## config.mk

```make
export PLATFORM = sky130hd
export DESIGN_NAME = two_channel_dimming_ramp_core
export DESIGN_NICKNAME = d
export VERILOG_FILES = /design/src/hdl/tcdr_pkg.sv /design/src/hdl/two_channel_dimming_ramp_core.sv /design/src/hdl/tcdr_tick.sv /design/src/hdl/tcdr_chan.sv
export SDC_FILE = /design/constraint.sdc
export NUM_CORES = 1
export LEC_CHECK = 0
export BUFFER_PORTS_ARGS = -buffer_cell sky130_fd_sc_hd__buf_2
export CAP_MARGIN = 20
export CORE_UTILIZATION = 47
export CTS_BUF_LIST = sky130_fd_sc_hd__clkbuf_8
export DETAILED_ROUTE_END_ITERATION = 10
export MAX_ROUTING_LAYER = met4
export PLACE_DENSITY = 0.69
export RECOVER_POWER = 100
export SKIP_LAST_GASP = 1
export SLEW_MARGIN = 15
export SYNTH_ARGS = -nofsm -noshare
export SYNTH_HDL_FRONTEND = slang
export SYNTH_HIERARCHICAL = 1
export SYNTH_SLANG_ARGS = --single-unit
```

## constraint.sdc

```tcl
create_clock -name i_clk -period 7.2 [get_ports i_clk]
set_input_delay 1.08 -clock i_clk [delete_from_list [all_inputs] [get_ports i_clk]]
set_output_delay 1.08 -clock i_clk [all_outputs]
set_load 0.005 [all_outputs]
```

## src/hdl/tcdr_pkg.sv

```systemverilog
// ----------------------------------------------------------------------------
// tcdr_pkg
// Shared types, codes and constants of the two-channel dimming ramp.
// ----------------------------------------------------------------------------
package tcdr_pkg;

    localparam int unsigned NUM_CH     = 2;
    localparam int unsigned LEVEL_W    = 8;
    localparam int unsigned BASE_W     = 3;
    localparam int unsigned TICK_W     = 16;
    localparam int unsigned NUM_DIV    = 4;
    localparam int unsigned CFG_IDX_W  = 3;
    localparam int unsigned CFG_DATA_W = 8;

    localparam logic OP_TICK = 1'b0;
    localparam logic OP_SET  = 1'b1;

    localparam logic [CFG_IDX_W-1:0] REG_STEP_BASE_CH0   = 3'd0;
    localparam logic [CFG_IDX_W-1:0] REG_STEP_BASE_CH1   = 3'd1;
    localparam logic [CFG_IDX_W-1:0] REG_STEP_RELOAD_CH0 = 3'd2;
    localparam logic [CFG_IDX_W-1:0] REG_STEP_RELOAD_CH1 = 3'd3;
    localparam logic [CFG_IDX_W-1:0] REG_MIN_LEVEL_CH0   = 3'd4;
    localparam logic [CFG_IDX_W-1:0] REG_MIN_LEVEL_CH1   = 3'd5;
    localparam logic [CFG_IDX_W-1:0] REG_JUMP_MODE       = 3'd6;

    localparam logic [BASE_W-1:0] BASE_OFF   = 3'd0;
    localparam logic [BASE_W-1:0] BASE_EVERY = 3'd1;
    localparam logic [BASE_W-1:0] BASE_DIV0  = 3'd2;
    localparam logic [BASE_W-1:0] BASE_DIV1  = 3'd3;
    localparam logic [BASE_W-1:0] BASE_DIV2  = 3'd4;
    localparam logic [BASE_W-1:0] BASE_DIV3  = 3'd5;

    localparam logic [LEVEL_W-1:0] MIN_LEVEL_RESET = 8'd15;

    // lowest-set-bit positions for the divided timebases
    localparam logic [TICK_W-1:0] DIV_MASK [NUM_DIV] = '{
        16'h0008, 16'h0080, 16'h0800, 16'h8000
    };

    typedef struct packed {
        logic [BASE_W-1:0]  base;
        logic [LEVEL_W-1:0] reload;
        logic [LEVEL_W-1:0] min_level;
        logic               jump;
    } t_chan_cfg;

    typedef struct packed {
        logic               en;
        logic               op;
        logic               sel;
        logic [LEVEL_W-1:0] value;
        logic [NUM_DIV-1:0] div_hit;
    } t_chan_ctl;

    typedef struct packed {
        logic [LEVEL_W-1:0] pwm;
        logic               on;
    } t_chan_res;

endpackage

```

## src/hdl/two_channel_dimming_ramp_core.sv

```systemverilog
// ----------------------------------------------------------------------------
// two_channel_dimming_ramp_core
// Two-channel dimmer ramp with configurable timebase, step period and floor.
// ----------------------------------------------------------------------------
// One request per clock is taken unless the output side stalls. A request
// lands in an input register, the whole two-channel update is one pass of
// logic from there into the result register, so each request gives exactly
// one result. A stalled result holds in the result register while one
// further request waits in the input register.
// Configuration is written through its own channel, always ready, and should
// only be written with no request in flight.
// ----------------------------------------------------------------------------
module two_channel_dimming_ramp_core (
    input  logic                                i_clk,
    input  logic                                i_rst_n,

    input  logic                                i_cfg_valid,
    output logic                                o_cfg_ready,
    input  logic [tcdr_pkg::CFG_IDX_W-1:0]      i_cfg_index,
    input  logic [tcdr_pkg::CFG_DATA_W-1:0]     i_cfg_data,

    input  logic                                i_valid,
    output logic                                o_ready,
    input  logic                                i_op,
    input  logic                                i_channel,
    input  logic [tcdr_pkg::LEVEL_W-1:0]        i_value,

    output logic                                o_valid,
    input  logic                                i_ready,
    output logic [tcdr_pkg::LEVEL_W-1:0]        o_pwm_ch0,
    output logic [tcdr_pkg::LEVEL_W-1:0]        o_pwm_ch1,
    output logic                                o_on_ch0,
    output logic                                o_on_ch1
);

    tcdr_pkg::t_chan_cfg r_cfg [tcdr_pkg::NUM_CH];

    logic                         r_in_valid;
    logic                         r_op;
    logic                         r_channel;
    logic [tcdr_pkg::LEVEL_W-1:0] r_value;

    logic                         r_out_valid;
    logic [tcdr_pkg::LEVEL_W-1:0] r_pwm_ch0;
    logic [tcdr_pkg::LEVEL_W-1:0] r_pwm_ch1;
    logic                         r_on_ch0;
    logic                         r_on_ch1;

    logic                         w_move;
    logic                         w_take;
    logic [tcdr_pkg::NUM_DIV-1:0] w_div_hit;

    tcdr_pkg::t_chan_ctl w_ctl [tcdr_pkg::NUM_CH];
    tcdr_pkg::t_chan_res w_res [tcdr_pkg::NUM_CH];

    assign w_move      = r_in_valid && (!r_out_valid || i_ready);
    assign o_ready     = !r_in_valid || w_move;
    assign w_take      = i_valid && o_ready;
    assign o_cfg_ready = 1'b1;

    // configuration registers
    always_ff @(posedge i_clk) begin
        if (!i_rst_n) begin
            for (int c = 0; c < tcdr_pkg::NUM_CH; c++) begin
                r_cfg[c].base      <= tcdr_pkg::BASE_OFF;
                r_cfg[c].reload    <= '0;
                r_cfg[c].min_level <= tcdr_pkg::MIN_LEVEL_RESET;
                r_cfg[c].jump      <= 1'b0;
            end
        end else if (i_cfg_valid) begin
            case (i_cfg_index)
                tcdr_pkg::REG_STEP_BASE_CH0:   r_cfg[0].base <= i_cfg_data[tcdr_pkg::BASE_W-1:0];
                tcdr_pkg::REG_STEP_BASE_CH1:   r_cfg[1].base <= i_cfg_data[tcdr_pkg::BASE_W-1:0];
                tcdr_pkg::REG_STEP_RELOAD_CH0: r_cfg[0].reload <= i_cfg_data;
                tcdr_pkg::REG_STEP_RELOAD_CH1: r_cfg[1].reload <= i_cfg_data;
                tcdr_pkg::REG_MIN_LEVEL_CH0:   r_cfg[0].min_level <= i_cfg_data;
                tcdr_pkg::REG_MIN_LEVEL_CH1:   r_cfg[1].min_level <= i_cfg_data;
                tcdr_pkg::REG_JUMP_MODE: begin
                    r_cfg[0].jump <= i_cfg_data[0];
                    r_cfg[1].jump <= i_cfg_data[1];
                end
                default: ;
            endcase
        end
    end

    // input register
    always_ff @(posedge i_clk) begin
        if (!i_rst_n) begin
            r_in_valid <= 1'b0;
        end else if (w_take) begin
            r_in_valid <= 1'b1;
        end else if (w_move) begin
            r_in_valid <= 1'b0;
        end
    end

    always_ff @(posedge i_clk) begin
        if (w_take) begin
            r_op      <= i_op;
            r_channel <= i_channel;
            r_value   <= i_value;
        end
    end

    tcdr_tick u_tick (
        .i_clk     (i_clk),
        .i_rst_n   (i_rst_n),
        .i_advance (w_move && (r_op == tcdr_pkg::OP_TICK)),
        .o_div_hit (w_div_hit)
    );

    for (genvar g = 0; g < tcdr_pkg::NUM_CH; g++) begin : g_chan
        assign w_ctl[g].en      = w_move;
        assign w_ctl[g].op      = r_op;
        assign w_ctl[g].sel     = (r_channel == 1'(g));
        assign w_ctl[g].value   = r_value;
        assign w_ctl[g].div_hit = w_div_hit;

        tcdr_chan u_chan (
            .i_clk   (i_clk),
            .i_rst_n (i_rst_n),
            .i_cfg   (r_cfg[g]),
            .i_ctl   (w_ctl[g]),
            .o_res   (w_res[g])
        );
    end

    // result register
    always_ff @(posedge i_clk) begin
        if (!i_rst_n) begin
            r_out_valid <= 1'b0;
        end else if (w_move) begin
            r_out_valid <= 1'b1;
        end else if (i_ready) begin
            r_out_valid <= 1'b0;
        end
    end

    always_ff @(posedge i_clk) begin
        if (w_move) begin
            r_pwm_ch0 <= w_res[0].pwm;
            r_pwm_ch1 <= w_res[1].pwm;
            r_on_ch0  <= w_res[0].on;
            r_on_ch1  <= w_res[1].on;
        end
    end

    assign o_valid   = r_out_valid;
    assign o_pwm_ch0 = r_pwm_ch0;
    assign o_pwm_ch1 = r_pwm_ch1;
    assign o_on_ch0  = r_on_ch0;
    assign o_on_ch1  = r_on_ch1;

    // a taken request is held until it has passed into the result register
    a_in_held: assert property (@(posedge i_clk) disable iff (!i_rst_n)
        w_take |=> r_in_valid)
        else $error("taken request not held in input register");

    // a request in flight reaches the result register
    a_move_result: assert property (@(posedge i_clk) disable iff (!i_rst_n)
        w_move |=> r_out_valid)
        else $error("moved request gave no result");

    // a stalled result blocks the pass while a request waits
    a_no_overwrite: assert property (@(posedge i_clk) disable iff (!i_rst_n)
        (r_out_valid && !i_ready) |-> !w_move)
        else $error("pending result overwritten");

    // a nonzero drive level is never below the channel's minimum floor
    a_pwm_floor: assert property (@(posedge i_clk) disable iff (!i_rst_n)
        w_move |=> ((r_pwm_ch0 == '0) || (r_pwm_ch0 >= $past(r_cfg[0].min_level)))
                && ((r_pwm_ch1 == '0) || (r_pwm_ch1 >= $past(r_cfg[1].min_level))))
        else $error("drive level below minimum floor");

endmodule

```

## src/hdl/tcdr_tick.sv

```systemverilog
// ----------------------------------------------------------------------------
// tcdr_tick
// Tick counter, advanced on each tick request, and divided-timebase strobes for the next tick.
// ----------------------------------------------------------------------------
module tcdr_tick (
    input  logic                               i_clk,
    input  logic                               i_rst_n,
    input  logic                               i_advance,
    output logic [tcdr_pkg::NUM_DIV-1:0]       o_div_hit
);

    logic [tcdr_pkg::TICK_W-1:0] r_tick_count;
    logic [tcdr_pkg::TICK_W-1:0] n_tick_count;
    logic [tcdr_pkg::TICK_W-1:0] w_lowbit;

    assign n_tick_count = r_tick_count + tcdr_pkg::TICK_W'(1);
    assign w_lowbit     = n_tick_count & (~n_tick_count + tcdr_pkg::TICK_W'(1));

    always_comb begin
        for (int k = 0; k < tcdr_pkg::NUM_DIV; k++) begin
            o_div_hit[k] = |(w_lowbit & tcdr_pkg::DIV_MASK[k]);
        end
    end

    always_ff @(posedge i_clk) begin
        if (!i_rst_n) begin
            r_tick_count <= '0;
        end else if (i_advance) begin
            r_tick_count <= n_tick_count;
        end
    end

endmodule

```

## src/hdl/tcdr_chan.sv

```systemverilog
// ----------------------------------------------------------------------------
// tcdr_chan
// One dimmer channel: target, step timer, level ramp and soft-off state.
// ----------------------------------------------------------------------------
module tcdr_chan (
    input  logic                 i_clk,
    input  logic                 i_rst_n,
    input  tcdr_pkg::t_chan_cfg  i_cfg,
    input  tcdr_pkg::t_chan_ctl  i_ctl,
    output tcdr_pkg::t_chan_res  o_res
);

    logic [tcdr_pkg::LEVEL_W-1:0] r_step_count, n_step_count;
    logic [tcdr_pkg::LEVEL_W-1:0] r_level,      n_level;
    logic [tcdr_pkg::LEVEL_W-1:0] r_target,     n_target;
    logic                         r_off_pend,   n_off_pend;
    logic                         r_on,         n_on;

    logic                         w_dec;
    logic [tcdr_pkg::LEVEL_W-1:0] w_sc;
    logic [tcdr_pkg::LEVEL_W-1:0] w_lv;

    always_comb begin
        case (i_cfg.base)
            tcdr_pkg::BASE_EVERY: w_dec = 1'b1;
            tcdr_pkg::BASE_DIV0:  w_dec = i_ctl.div_hit[0];
            tcdr_pkg::BASE_DIV1:  w_dec = i_ctl.div_hit[1];
            tcdr_pkg::BASE_DIV2:  w_dec = i_ctl.div_hit[2];
            tcdr_pkg::BASE_DIV3:  w_dec = i_ctl.div_hit[3];
            default:              w_dec = 1'b0;
        endcase
    end

    always_comb begin
        n_step_count = r_step_count;
        n_level      = r_level;
        n_target     = r_target;
        n_off_pend   = r_off_pend;
        n_on         = r_on;
        w_sc         = r_step_count;
        w_lv         = r_level;

        if (i_ctl.op == tcdr_pkg::OP_SET) begin
            if (i_ctl.sel) begin
                if (i_ctl.value != '0) begin
                    n_on     = 1'b1;
                    n_target = (i_ctl.value >= i_cfg.min_level) ? i_ctl.value
                                                                : i_cfg.min_level;
                end else begin
                    n_target   = '0;
                    n_off_pend = 1'b1;
                end
                if (i_cfg.jump) begin
                    n_level = n_target;
                end
            end
        end else begin
            if (w_dec && (r_step_count != '0)) begin
                w_sc = r_step_count - tcdr_pkg::LEVEL_W'(1);
            end
            n_step_count = w_sc;
            if ((i_cfg.base != tcdr_pkg::BASE_OFF) && (w_sc == '0)) begin
                n_step_count = i_cfg.reload;
                if (r_target > r_level) begin
                    w_lv = r_level + tcdr_pkg::LEVEL_W'(1);
                    if (w_lv < i_cfg.min_level) begin
                        w_lv = i_cfg.min_level;
                    end
                end
                if (r_target < w_lv) begin
                    w_lv = w_lv - tcdr_pkg::LEVEL_W'(1);
                    if (w_lv < i_cfg.min_level) begin
                        w_lv = '0;
                    end
                end
            end
            n_level = w_lv;
            if (r_off_pend && (w_lv == '0)) begin
                n_off_pend = 1'b0;
                n_on       = 1'b0;
            end
        end
    end

    // drive level of the updated state, floored at the minimum when nonzero
    assign o_res.pwm = ((n_level != '0) && (n_level < i_cfg.min_level)) ? i_cfg.min_level
                                                                        : n_level;
    assign o_res.on  = n_on;

    always_ff @(posedge i_clk) begin
        if (!i_rst_n) begin
            r_step_count <= '0;
            r_level      <= '0;
            r_target     <= '0;
            r_off_pend   <= 1'b0;
            r_on         <= 1'b0;
        end else if (i_ctl.en) begin
            r_step_count <= n_step_count;
            r_level      <= n_level;
            r_target     <= n_target;
            r_off_pend   <= n_off_pend;
            r_on         <= n_on;
        end
    end

endmodule
```

Word-level counts from Yosys, hierarchy flattened

Memories as Yosys holds them, arrays and structs flattened.
Index checks and enable logic that the tools add are counted.
W data, S select, Z words.

Bits in registers: 98
Memory bits (writable): 40
Word-level logic and storage cells: 200
Memories: 1

Memories:

| memory | words | width | read ports | clocked after Yosys merged registers in | write ports | RTL line                            | text |
|---|---|---|---|---|---|---|---|
| r_cfg  | 2     | 20    | 2          | 0                                       | 2           | two_channel_dimming_ramp_core.sv:36 | `tcdr_pkg::t_chan_cfg r_cfg [tcdr_pkg::NUM_CH];` |

Add/subtract/negate cells: 8
$lt $le $gt $ge: 12
Equality and inequality tests: 19
Muxes and demuxes: 92
Bitwise logic cells: 12
Reduce and logical (&&, ||, !) cells: 36

Operators by type and width:

| operator                | count |
|---|---|
| $mux W8                 | 38 |
| $lt A8 B8 Y1            | 8 |
| $mux W1                 | 50 |
| $reduce_bool A8 Y1      | 5 |
| $add A16 B1 Y16 const B | 2 |
| $logic_not A8 Y1        | 4 |
| $sub A8 B1 Y8 const B   | 4 |
| $eq A3 B3 Y1 const B    | 7 |
| $eq A3 B2 Y1 const B    | 6 |
| $add A8 B1 Y8 const B   | 2 |
| $and A16 B16 Y16        | 1 |
| $ge A8 B8 Y1            | 2 |
| $gt A8 B8 Y1            | 2 |
| $not A16 Y16            | 1 |
| $logic_and A1 B1 Y1     | 11 |
| $pmux W1 S5             | 2 |
| $eq A3 B1 Y1 const B    | 3 |
| $or A1 B1 Y1            | 8 |
| $reduce_and A4 Y1       | 2 |
| $reduce_bool A2 Y1      | 4 |
| $mux W3                 | 2 |
| $reduce_and A3 Y1       | 2 |
| $reduce_bool A3 Y1      | 2 |
| $ne A2 B2 Y1 const B    | 2 |
| other kinds (6)         | 9 |

Logic depth before layout (Yosys ltp)

Depth after elaboration: 22
Gate-level depth with buffers: 38
Mapped depth without buffers: 36

By module

The synthesis kept the hierarchy.

Modules (own cells, without submodules):

| module                        | instances | cells each | area each (sq um) |
|---|---|---|---|
| tcdr_chan at g_chan[1].u_chan | 1         | 551        | 4052.6 |
| tcdr_chan at g_chan[0].u_chan | 1         | 552        | 3958.8 |
| two_channel_dimming_ramp_core | 1         | 196        | 2596.2 |
| tcdr_tick                     | 1         | 130        | 1057.3 |

Least setup slack after synthesis

OpenSTA, ideal clock, no wires.

Kind: reg2reg
Start point: reg g_chan[0].u_chan/r_level[0] in the netlist's numbering
End point: reg r_pwm_ch0, in the netlist o_pwm_ch0[3], data pin
Setup time: 0.260 ns
Arrival time: 7.121 ns
Slack: -0.181 ns
Cell stages (with the launch flop): 36
Period minus slack after synthesis: 7.381 ns
Cell sequence: dfxtp_1 buf_2 nand3_1 nor3_1 nand3_1 xnor2_1 ha_1 a21oi_1 nand3b_1 a21oi_4 nor3_1 a211oi_4 nand4_2 or4_1 buf_2 xnor2_1 ha_1 nand4_1 nor2_1 nand2_1 nor3_1 or4_1 clkbuf_1 nand4_1 nor4b_1 nor3b_1 a211oi_1 a21oi_1 inv_1 ha_1 a21o_1 a21o_1 a21oi_1 o31ai_2 a31o_4 mux2_4

RTL lines:

| item                   | RTL line                             | text |
|---|---|---|
| from (decl)            | tcdr_chan.sv:14                      | `logic [tcdr_pkg::LEVEL_W-1:0] r_level, n_level;` |
| from (signal assigned) | tcdr_chan.sv:99                      | `r_level <= n_level;` |
| to (signal assigned)   | two_channel_dimming_ramp_core.sv:142 | `r_pwm_ch0 <= w_res[0].pwm;` |
| to (decl)              | two_channel_dimming_ramp_core.sv:44  | `logic [tcdr_pkg::LEVEL_W-1:0] r_pwm_ch0;` |

==> impl_metrics.toml <==
[sta]
max_freq_mhz = 141
hold_ws_ns = 0.470
fin_skew_ns = 0.0240
setup_violations = 0
slew-limit-headroom_pct = -94.0
finalCriticalPeriod_ns = 7.07
finalCritPeriodShare_pct = 98.2
rsz0062_at_grt = "yes"
hold_violations = 0
slew_violations = 99
worstMarginPinSlew_ns = 2.91

[grt]
grt_pass1_vias = 10800
antenna_found_initial = 1
grt_use_total_pct = 30.2
grt_pass1_wl_mm = 58.7
grt.overflow.total = 0
grt_max_degree = 53

[setup_path]
slowest_delay_ns = 0.50
cp.arrival_ns = 7.33
cp.required_ns = 7.46
worstPathMaxFanout = 7
path_class = "flip-flop to flip-flop"
crit_path_end_kind = "flip-flop"
worstSetupStartpointType = "flip-flop"
cpMaxStageDelayCell = "a2111o_1"

[clock_tree]
cts.sinks = 138
clk_latency_ns = 0.46
clk_path_buf_depth = 2
htreeDepth = 4
clk_pin_slew_ns = 0.09
cts_tree = "done"
numCtsBuffers = 17
cts-root-buf = "clkbuf_8"

[outcome]
status = "finished with violations"
violations = "capacitance limit, slew limit"

[route]
wl_met1_mm = 16.4
routed_wl_mm = 38.4
routedWlPerCell_um = 20.3
firstDrtPassIters = 7
vias_per_cell = 6.17
drc = 0
drtIter0Drc = 1128
ant_nets = 0
met2_wirelength_mm = 17.9
dr_total_vias = 11700
highest_layer = "met4"
wl_met3_mm = 2.11

[cells_and_area]
most-common-layout-cells = "nand2_1 (149), buf_4 (133), nor2_1 (116)"
syn2layout_area_growth_pct = 18.4
ff_latch_area_um2 = 3300
n_fill_cell = 2231
mostFrequentLayoutCell = "nand2_1"
nNetsFinal = 1673
instances_no_fill = 1894
drive_above_1_share_pct = 22.4
multiInputGateArea_um2 = 8130

[floorplanning]
start_util_pct = 48.0
coreArea_um2 = 24300
rows = 57
io_pins = 47
die_h_um = 160
dieArea_um2 = 25500
die_x_um = 160

[yosys]
synth_nets = 1546
synthDistinctLibCells = 117
synth_top_area_cell = "dfxtp_1"
ys_ff_latch = 138
synth_flop_cell = "dfxtp_1"
syn_inst = 1429
synth-async-reset-ratio_pct = 0
synth_area_leaders = "dfxtp_1 (15%), edfxtp_1 (13%), ha_1 (9.8%)"
avgSynthCellArea_um2 = 8.16
yosys_warnings = 6
syn_area_um2 = 11700
synth-edff-count = 52
ys_seq_area_share_pct = 28.1
synth_top_cell_area_share_pct = 14.8

[pwr]
peakVddDrop_uv = 204
power_leakage_uw = 0.00552
powerDensity_nw_per_um2 = 330

[min_path]
hold_class = "flip-flop to flip-flop"

[flow_run]
drv_cap = 2

[placed_design]
io_buffers = 45
dp.cells = 1825
place.gp.congestion = 1.05
detailed_place_hpwl_mm = 28.9
worst max-delay path: cells and delay by family, from the launching register on:
family                     cells  cell delay, ns
buffers and inverters          5            0.72
xor gates and xnor gates       2            0.19
DFF                            1            0.38
AOI/OAI and AO/OA             13            2.75
and+or+nand+nor               10            1.80
adders and majority gates      3            1.04
path summary, 6_finish.rpt:
path	startpoint	to	slack (ns)	cells after the start
min	r_cfg[1][15]$_SDFFE_PN0P_	r_cfg[1][15]$_SDFFE_PN0P_	0.47	2
min reg2reg	r_cfg[1][15]$_SDFFE_PN0P_	r_cfg[1][15]$_SDFFE_PN0P_	0.47	2
max reg2reg	g_chan[1].u_chan/r_level[4]$_SDFFE_PN0P_	o_pwm_ch1[6]$_DFFE_PP_	0.13	33
max	g_chan[1].u_chan/r_level[4]$_SDFFE_PN0P_	o_pwm_ch1[6]$_DFFE_PP_	0.13	33
sequential cells by signal, indices dropped and copies added (netlist names), 2 cells and up:
register and flops:
g_chan.u_chan/r_level 16, g_chan.u_chan/r_step_count 16, g_chan.u_chan/r_on 2, u_tick/r_tick_count 16
r_value 8, r_cfg 40, g_chan.u_chan/r_off_pend 2, o_pwm_ch0 8
o_pwm_ch1 8, g_chan.u_chan/r_target 16
cell usage after synthesis, types with 12 or more instances:
| master | number |
|---|---|
| nor3_1 | 32 |
| ha_1 | 91 |
| o21a_1 | 12 |
| inv_1 | 73 |
| edfxtp_1 | 52 |
| a211oi_1 | 22 |
| mux2i_1 | 27 |
| xnor2_1 | 34 |
| and3_1 | 18 |
| o21ai_0 | 85 |
| a21o_1 | 16 |
| clkbuf_1 | 40 |
| and2_1 | 36 |
| a31oi_1 | 16 |
| nor2_1 | 126 |
| buf_2 | 28 |
| dfxtp_1 | 86 |
| nor4_1 | 12 |
| nand2_1 | 152 |
| nand3_1 | 49 |
| a21oi_1 | 90 |
| o31ai_1 | 19 |
| nand4_1 | 28 |
| nor2b_1 | 16 |
| nand2b_1 | 13 |
stage by stage:
stage               utilization (%)  instance area, um2  power, uW  TNS, ns  setup slack [ns]
finish                         56.8               13800       4550        0             0.127
global route                   56.8               13800       4810   -0.744            -0.147
CTS                            54.3               13200       4040        0           0.00953
detailed placement             52.4               12700       3320    -1.54            -0.272
global placement               52.4               12700       3300    -1.36            -0.273
floorplan                         -               11700       2580        0            0.0382
what timing repair did:
item / 4_1_cts / 5_1_grt
setup endpoints to repair: 10 / 16
pin swaps: 2 / 49
hold buffers: 0 / 0
resized for setup: 10 / 94
setup buffers: 3 / 32
power by group:
part | internal [uW] | leakage [uW] | switching (uW)
logic | 1360 | 0.00411 | 1600
registers | 884 | 0.00120 | 44.3
clock network | 326 | 0.000210 | 345
total | 2570 | 0.00552 | 1990
layout make-up:
class	instances	area share, %
Antenna cell	1	0.0181
Sequential cell	138	23.9
Timing Repair Buffer	187	9.32
Clock inverter	14	1.11
Tap cell	324	2.94
Multi-Input combinational cell	1137	58.9
Inverter	75	2.07
Clock buffer	18	1.79
routing by layer:
| layer | GRT usage, % | vias up |
|---|---|---|
| li1 | - | 5552 |
| met1 | 36.7 | 5566 |
| met2 | 49.1 | 461 |
| met3 | 4.06 | 109 |
| met4 | 14.9 | 0 |
| met5 | - | - |
kinds of logic (layout without fill, tap and decap cells):
logic type,count (synthesis),count (layout),synth area share (%)
AOI/OAI and AO/OA,403,403,24.8
buffers and inverters,154,294,5.64
muxes,36,36,3.31
xor gates and xnor gates,42,42,3.15
adders and majority gates,91,91,9.76
other,1,2,0.0321
DFF,138,138,28.1
and+or+nand+nor,564,564,25.2
(Power assumes the default switching activity.)
